**src/hdl/gcl_pkg.sv**
```systemverilog
// Shared constants and types of the gcd/lcm unit.
package gcl_pkg;

	localparam int OPERAND_WIDTH = 32;
	localparam int OP_PORT_W     = 32;
	localparam int LCM_W         = 64;
	localparam int CNT_W         = $clog2(OPERAND_WIDTH + 1);

	typedef logic [OPERAND_WIDTH-1:0] opnd_t;

	typedef struct packed {
		logic  go;
		opnd_t dividend;
		opnd_t divisor;
	} div_req_t;

	typedef struct packed {
		logic  done;
		opnd_t quotient;
		opnd_t remainder;
	} div_rsp_t;

endpackage

```
**src/hdl/gcd_lcm_unit_core.sv**
```systemverilog
// Top level of the gcd/lcm unit: request sequencer around the shared divider.
//
// A request is taken when start is high and busy is low; only the low
// OPERAND_WIDTH bits of each operand are used. The gcd comes from Euclid's
// remainder steps and the lcm from (a / gcd) * b, all divisions running on
// one shift-subtract divider that retires one bit per cycle. A request
// needing k remainder steps runs k + 1 divisions; k is at most 46 for
// 32-bit operands. A zero-operand request shows its result in the next cycle.
// The result shows for exactly one cycle with done high and cannot be held
// off; busy drops in that same cycle, so the next request may follow at once.
module gcd_lcm_unit_core (
	input  logic                          clk,
	input  logic                          arst_n,
	input  logic                          start,
	output logic                          busy,
	input  logic [gcl_pkg::OP_PORT_W-1:0] operand_a,
	input  logic [gcl_pkg::OP_PORT_W-1:0] operand_b,
	output logic                          done,
	output logic [gcl_pkg::OP_PORT_W-1:0] gcd_value,
	output logic [gcl_pkg::LCM_W-1:0]     lcm_value,
	output logic                          zero_operand
);
	import gcl_pkg::*;

	typedef enum logic [1:0] {
		S_IDLE,
		S_EUCLID,
		S_QUOT
	} state_t;

	state_t                 state_q;
	logic                   go_q;
	opnd_t                  dvd_q;
	opnd_t                  dvs_q;
	opnd_t                  a_q;
	opnd_t                  b_q;
	opnd_t                  gcd_q;
	logic [LCM_W-1:0]       lcm_q;
	logic                   zero_q;
	logic                   done_q;
	opnd_t                  a_m;
	opnd_t                  b_m;
	div_req_t               div_req;
	div_rsp_t               div_rsp;

	assign a_m = operand_a[OPERAND_WIDTH-1:0];
	assign b_m = operand_b[OPERAND_WIDTH-1:0];

	assign div_req.go       = go_q;
	assign div_req.dividend = dvd_q;
	assign div_req.divisor  = dvs_q;

	gcl_divider u_div (
		.clk    (clk),
		.arst_n (arst_n),
		.req    (div_req),
		.rsp    (div_rsp)
	);

	always_ff @(posedge clk or negedge arst_n) begin
		if (!arst_n) begin
			state_q <= S_IDLE;
			go_q    <= 1'b0;
			dvd_q   <= '0;
			dvs_q   <= '0;
			a_q     <= '0;
			b_q     <= '0;
			gcd_q   <= '0;
			lcm_q   <= '0;
			zero_q  <= 1'b0;
			done_q  <= 1'b0;
		end else begin
			go_q   <= 1'b0;
			done_q <= 1'b0;
			case (state_q)
				S_IDLE: begin
					if (start) begin
						if (a_m == '0 || b_m == '0) begin
							gcd_q  <= (a_m == '0) ? b_m : a_m;
							lcm_q  <= '0;
							zero_q <= 1'b1;
							done_q <= 1'b1;
						end else begin
							a_q     <= a_m;
							b_q     <= b_m;
							dvd_q   <= a_m;
							dvs_q   <= b_m;
							go_q    <= 1'b1;
							state_q <= S_EUCLID;
						end
					end
				end
				S_EUCLID: begin
					if (div_rsp.done) begin
						if (div_rsp.remainder == '0) begin
							gcd_q   <= dvs_q;
							dvd_q   <= a_q;
							go_q    <= 1'b1;
							state_q <= S_QUOT;
						end else begin
							dvd_q <= dvs_q;
							dvs_q <= div_rsp.remainder;
							go_q  <= 1'b1;
						end
					end
				end
				S_QUOT: begin
					if (div_rsp.done) begin
						lcm_q   <= LCM_W'(div_rsp.quotient) * LCM_W'(b_q);
						zero_q  <= 1'b0;
						done_q  <= 1'b1;
						state_q <= S_IDLE;
					end
				end
				default: begin
					state_q <= S_IDLE;
				end
			endcase
		end
	end

	assign busy         = (state_q != S_IDLE);
	assign done         = done_q;
	assign gcd_value    = OP_PORT_W'(gcd_q);
	assign lcm_value    = lcm_q;
	assign zero_operand = zero_q;

endmodule

```
**src/hdl/gcl_divider.sv**
```systemverilog
// Shared restoring shift-subtract divider, one quotient bit per cycle.
module gcl_divider (
	input  logic             clk,
	input  logic             arst_n,
	input  gcl_pkg::div_req_t req,
	output gcl_pkg::div_rsp_t rsp
);
	import gcl_pkg::*;

	logic                     run_q;
	logic                     done_q;
	logic [CNT_W-1:0]         cnt_q;
	opnd_t                    rem_q;
	opnd_t                    quo_q;
	opnd_t                    dvs_q;
	logic [OPERAND_WIDTH:0]   rem_sh;
	logic [OPERAND_WIDTH:0]   diff;
	logic                     fits;
	opnd_t                    rem_next;
	opnd_t                    quo_next;

	always_comb begin
		rem_sh   = {rem_q, quo_q[OPERAND_WIDTH-1]};
		diff     = rem_sh - {1'b0, dvs_q};
		fits     = (rem_sh >= {1'b0, dvs_q});
		rem_next = fits ? diff[OPERAND_WIDTH-1:0] : rem_sh[OPERAND_WIDTH-1:0];
		quo_next = {quo_q[OPERAND_WIDTH-2:0], fits};
	end

	always_ff @(posedge clk or negedge arst_n) begin
		if (!arst_n) begin
			run_q  <= 1'b0;
			done_q <= 1'b0;
			cnt_q  <= '0;
			rem_q  <= '0;
			quo_q  <= '0;
			dvs_q  <= '0;
		end else begin
			done_q <= 1'b0;
			if (req.go) begin
				run_q <= 1'b1;
				cnt_q <= CNT_W'(OPERAND_WIDTH);
				rem_q <= '0;
				quo_q <= req.dividend;
				dvs_q <= req.divisor;
			end else if (run_q) begin
				rem_q <= rem_next;
				quo_q <= quo_next;
				cnt_q <= cnt_q - CNT_W'(1);
				if (cnt_q == CNT_W'(1)) begin
					run_q  <= 1'b0;
					done_q <= 1'b1;
				end
			end
		end
	end

	assign rsp.done      = done_q;
	assign rsp.quotient  = quo_q;
	assign rsp.remainder = rem_q;

endmodule

```
**config.mk**
```make
export PLATFORM = sky130hd
export DESIGN_NAME = gcd_lcm_unit_core
export DESIGN_NICKNAME = d
export VERILOG_FILES = /design/src/hdl/gcl_pkg.sv /design/src/hdl/gcd_lcm_unit_core.sv /design/src/hdl/gcl_divider.sv
export SDC_FILE = /design/constraint.sdc
export NUM_CORES = 2
export LEC_CHECK = 0
export ABC_AREA = 0
export BUFFER_PORTS_ARGS = -buffer_cell sky130_fd_sc_hd__buf_2
export CORE_MARGIN = 10
export CORE_UTILIZATION = 45
export CTS_CLUSTER_DIAMETER = 150
export DETAILED_ROUTE_END_ITERATION = 7
export GPL_TIMING_DRIVEN = 0
export HOLD_SLACK_MARGIN = 0.06
export PLACE_DENSITY = 0.7
export SETUP_SLACK_MARGIN = 0.05
export SYNTH_ARGS = -nofsm -noshare
export SYNTH_HDL_FRONTEND = slang
export SYNTH_SLANG_ARGS = --single-unit
```
**constraint.sdc**
```tcl
create_clock -name clk -period 6.7 [get_ports clk]
set_clock_uncertainty 0.05 [all_clocks]
set_input_delay 1.675 -clock clk [delete_from_list [all_inputs] [get_ports clk]]
set_output_delay 1.675 -clock clk [all_outputs]
set_load 0.1 [all_outputs]
```
==> summary by stage <==
Place
The final HPWL from detailed placement is 150000 um. At the end of routability-driven placement, the weighted congestion stood at 1.02. Buffers placed on the I/O ports in this run total 165.

Summing all placed instances gives a cell area of 52900 sq um. The worst slack at placement is -2.14 ns.

Worst setup path
The sort of element at the end of the critical path is a flop. The required time of the critical path is 7.14 ns. The signal on the critical path passes through clkbuf_8, buf_6, and2_1, fa_1, inv_1, fa_1, fa_1, fa_1, inv_1, fa_1, fa_1, fa_1, fa_2, ha_2, a21oi_2, o21ai_2, a22oi_2, a21oi_2, or3_4, a21oi_4, o21ai_1, or3_1, a32o_1. The start point of the critical path is b_q[2]. The launching element type of the critical path is a flop. The critical path endpoint is lcm_value[60]. The slowest stage of the critical path belongs to the cell sky130_fd_sc_hd__fa_2. The startpoint of the lowest-slack register-to-register path is b_q[2]. The critical path class is reg2reg.

Of all nets on the critical path, the largest fanout is 7. The delay of the slowest critical-path stage is 0.63 ns. The worst endpoint data arrival time is 8.37 ns.

The register-to-register setup slack is -1.23 ns. Measured in cells, the most critical reg-to-reg path has a length of 23. The worst register-to-register path ends at lcm_value[60].

The most prevalent standard cell on the critical path is sky130_fd_sc_hd__fa_1.

Clocking
The number of buffers inserted during clock tree synthesis is 39. The count of clock tree sinks is 333. The cell sitting at the root of the clock tree is a sky130_fd_sc_hd__clkbuf_16.

The largest buffer count on any clock path is 3. TritonCTS built the clock tree. The hold buffer count at CTS is 0. Clock-pin slew was measured on the worst setup and hold paths at 0.06 ns. The later-pin clock latency in the skew report is 0.63 ns.

The clock tree synthesis step divided the H-tree into 2 levels.

Route
The first routing iteration left 4337 violations. In the routed layout, each cell is associated on average with a via count of 5.71. The first detailed-routing pass took 7 iterations.

The wire length per cell after detailed routing is 25.8 um. Wires add up to 187000 um. The via total after detailed routing is 41.4k. The detail route stage leaves a number of antenna-violating nets equal to 1.

After detailed routing, the number of remaining DRC violations is 0.

Die
The die outline area is 125000 sq um. Measured along the y axis, the die boundary spans 353 um. For this configuration, the core starts out at a cell density of 45.2%. After floorplanning, the core was divided into 122 placement rows. In this run the standard cell core region covers 111000 sq um. The I/O pin total is 166.

The x dimension of the die is 353 um.

Hold path
The worst hold path belongs to the class reg2reg. The number of stages on the worst hold path is 2.

Layout
The cell area after layout is 57100 sq um. At the end of the flow, the number of nets in the layout was 6963. Cells fill 51.6% of the core in the end. The post-synthesis to final-layout area growth is 14.2%. The fraction of final layout cells with drive strength greater than 1 is 15.5%.

The fill cell total of the finished layout is 10.3k.

Logic synthesis
Summing the areas of all fa, ha and maj instances in the mapped netlist gives 43.4% of the synthesized area. After synthesis the netlist holds a flip-flop and latch count of 333. Measured against the total synthesized area, the mux share comes to 3.55%.

Counting distinct cell types in the post-synthesis netlist gives 79. The synthesized netlist devotes 8.55% of its cell area to compound gates. The number of nets produced by synthesis is 6678. The portion of the post-synthesis area used by sequential elements is 16.7%. The netlist area before placement is 50000 sq um. After synthesis, the largest area contributor takes up 35.9% of total cell area. After synthesis, the mean cell area works out to 9.22 sq um. Of all cell types, the one taking the most synthesized area is sky130_fd_sc_hd__fa_1. The post-synthesis share of cell area spent on and, or, nand and nor gates is 16.9%. The count of warnings emitted by yosys is 0.

Among all flip-flop cells after synthesis, the most frequent one is sky130_fd_sc_hd__dfrtp_1. The largest family of logic cells by synthesized area is adder cells. Of all flip-flops after synthesis, the portion carrying an async set or reset was 100%.

Yosys attributes the largest share of cell area to sky130_fd_sc_hd__fa_1 (36%), sky130_fd_sc_hd__dfrtp_1 (17%), sky130_fd_sc_hd__and2_1 (7.4%). The number of synthesized flops with an enable pin is 0. The post-synthesis xor/xnor area fraction is 1.51%. The gate count after technology mapping is 5417.

STA
The worst pin sits at a relative slew slack of 28.8%. The number of hold violations in the final report was 0. Setup slack on the critical path of the routed design comes to -1.23 ns.

The share of the cycle needed by the critical path after routing is 118%. Timing would allow up to 126 MHz. Setup repair after global routing could not meet its margin everywhere. The transition at the pin with the smallest max-transition slack is 1.06 ns. The final-report max-slew violation count is 0. The final period demand of the worst path is 7.93 ns. The final number of setup-violating endpoints is 44.

Global routing
The via count of the first global-routing pass is 42.6k. The combined global-route utilization of all metal layers is 29.6%. The number of antenna violations at the first check in global routing is 28. The total overflow left after global routing is 0. The first global-routing pass estimated 277000 um of wire. The maximum number of pins on one net before global-route repair is 119.

Run status
The final reports fail on antenna violations, negative setup slack. The flow ran to the end, but the final reports show violations.

Job
The tool flagged a number of max-cap violations equal to 0.
==> layer usage <==
layer  wire [um]  vias to the layer above  GRT usage [%]
met1       70300                    21200           37.5
met2       85000                     2214           46.4
met3       18500                      585           6.68
li1            -                    17300              -
met4       13200                       10           17.3
met5          52                        -              0
==> layout by cell type, fill, tap and decap left out, types with 13 or more instances in the layout <==
cell type	n
sky130_fd_sc_hd__a21o_1	57
sky130_fd_sc_hd__fa_1	863
sky130_fd_sc_hd__nor2b_1	13
sky130_fd_sc_hd__a31oi_1	40
sky130_fd_sc_hd__and2_4	18
sky130_fd_sc_hd__o21bai_1	17
sky130_fd_sc_hd__fa_2	34
sky130_fd_sc_hd__mux2_2	97
sky130_fd_sc_hd__nor4_1	29
sky130_fd_sc_hd__nand2b_1	14
sky130_fd_sc_hd__o21ai_0	170
sky130_fd_sc_hd__xnor2_1	40
sky130_fd_sc_hd__diode_2	20
sky130_fd_sc_hd__clkbuf_16	43
sky130_fd_sc_hd__buf_2	182
sky130_fd_sc_hd__o21a_1	15
sky130_fd_sc_hd__nor2_1	139
sky130_fd_sc_hd__nand2_1	792
sky130_fd_sc_hd__clkbuf_1	122
sky130_fd_sc_hd__a21oi_2	18
sky130_fd_sc_hd__nor3_1	14
sky130_fd_sc_hd__dfrtp_2	44
sky130_fd_sc_hd__clkbuf_8	67
sky130_fd_sc_hd__nand4_1	33
sky130_fd_sc_hd__buf_6	35
sky130_fd_sc_hd__buf_4	62
sky130_fd_sc_hd__mux2i_1	68
sky130_fd_sc_hd__nand3_1	19
sky130_fd_sc_hd__clkbuf_4	65
sky130_fd_sc_hd__inv_1	901
sky130_fd_sc_hd__nand2_2	22
sky130_fd_sc_hd__o21ai_1	44
sky130_fd_sc_hd__ha_1	279
sky130_fd_sc_hd__and2_1	576
sky130_fd_sc_hd__xor2_1	38
sky130_fd_sc_hd__dfrtp_1	287
sky130_fd_sc_hd__a21oi_1	151
sky130_fd_sc_hd__a311oi_2	21
sky130_fd_sc_hd__clkbuf_2	37
==> worst min path at each step <==
stage,slack (ns),start,end
3_5_place_dp,0.41,zero_operand,zero_operand
3_3_place_gp,0.41,zero_operand,zero_operand
2_1_floorplan,0.40,dvd_q[1],dvd_q[1]
6_report,0.43,lcm_value[52],lcm_value[52]
5_1_grt,0.46,dvd_q[6],dvd_q[6]
4_1_cts,0.43,lcm_value[13],lcm_value[13]
==> sequential cells by signal, indices dropped and copies added, names as in the netlist <==
signal and flops:
lcm_value 64, a_q 32, b_q 32, dvd_q 32
dvs_q 32, gcd_value 32, u_div.dvs_q 32, u_div.quo_q 32
u_div.rem_q 32, u_div.cnt_q 6, state_q 2, done 1
go_q 1, u_div.done_q 1, u_div.run_q 1, zero_operand 1
==> metrics by stage <==
step | hold slack, ns | TNS, ns | std cells
finish | 0.425 | -36.93 | 7239
global route | 0.455 | -44.75 | 7223
CTS | 0.429 | -32.70 | 7203
detailed placement | 0.414 | -74.02 | 7072
global placement | 0.408 | -969.94 | 7070
floorplan | 0.400 | -4.06 | 5417
==> timing repair <==
action                     in CTS  in global routing
setup endpoints to repair      50                 49
gates cloned                    1                  0
hold endpoints to repair        0                  0
setup buffers                  65                 16
pin swaps                     106                 43
resized for setup             573                 97
==> synth_stat cells, types with 11 or more instances <==
cell type / n
sky130_fd_sc_hd__inv_1: 903
sky130_fd_sc_hd__fa_1: 897
sky130_fd_sc_hd__nand2_1: 804
sky130_fd_sc_hd__and2_1: 594
sky130_fd_sc_hd__dfrtp_1: 333
sky130_fd_sc_hd__clkbuf_1: 299
sky130_fd_sc_hd__ha_1: 297
sky130_fd_sc_hd__o21ai_0: 210
sky130_fd_sc_hd__a21oi_1: 175
sky130_fd_sc_hd__nor2_1: 145
sky130_fd_sc_hd__mux2_2: 97
sky130_fd_sc_hd__mux2i_1: 68
sky130_fd_sc_hd__a21o_1: 58
sky130_fd_sc_hd__xnor2_1: 46
sky130_fd_sc_hd__a31oi_1: 41
sky130_fd_sc_hd__xor2_1: 40
sky130_fd_sc_hd__nand4_1: 33
sky130_fd_sc_hd__nor4_1: 32
sky130_fd_sc_hd__a311oi_2: 20
sky130_fd_sc_hd__nand3_1: 20
sky130_fd_sc_hd__o21ai_1: 20
sky130_fd_sc_hd__nor3_1: 19
sky130_fd_sc_hd__o21bai_1: 19
sky130_fd_sc_hd__nand2_2: 18
sky130_fd_sc_hd__o21a_1: 17
sky130_fd_sc_hd__buf_2: 16
sky130_fd_sc_hd__nand2b_1: 14
sky130_fd_sc_hd__nor2b_1: 14
sky130_fd_sc_hd__o211ai_1: 12
sky130_fd_sc_hd__o31ai_1: 12
sky130_fd_sc_hd__and3_1: 11
==> final cells by class <==
cell class / instances / area [sq um] / area share (%)
antenna: 20 / 50.0 / 0.0877
buffer: 326 / 2340 / 4.10
clock buffer: 56 / 1140 / 2.00
clock inverter: 14 / 270 / 0.474
inverter: 905 / 3400 / 5.95
multi-input combinational: 3848 / 38000 / 66.5
sequential: 333 / 8400 / 14.7
tap: 1488 / 1860 / 3.26
timing repair buffer: 249 / 1640 / 2.87
==> worst max-delay path: cells and delay by family (launching register included) <==
family	cells	cell delay, ns
simple gates	3	0.96
fa+ha+maj	9	4.57
compound gates	7	1.26
buf+inv	4	0.43
flops	1	0.55
==> cell families (layout without fill, tap and decap cells) <==
logic type	after synthesis	in the layout
AND/OR/NAND/NOR	1731	1731
buffers and inverters	1236	1550
adder cells (fa/ha/maj)	1194	1194
AO/OA/AOI/OAI	672	672
flip-flops	333	333
multiplexers	165	165
XOR/XNOR	86	86
other	0	20
Power is left out: the tool's default activity adds up to more than one toggle a clock period on the data nets, which glitch-free logic cannot reach.
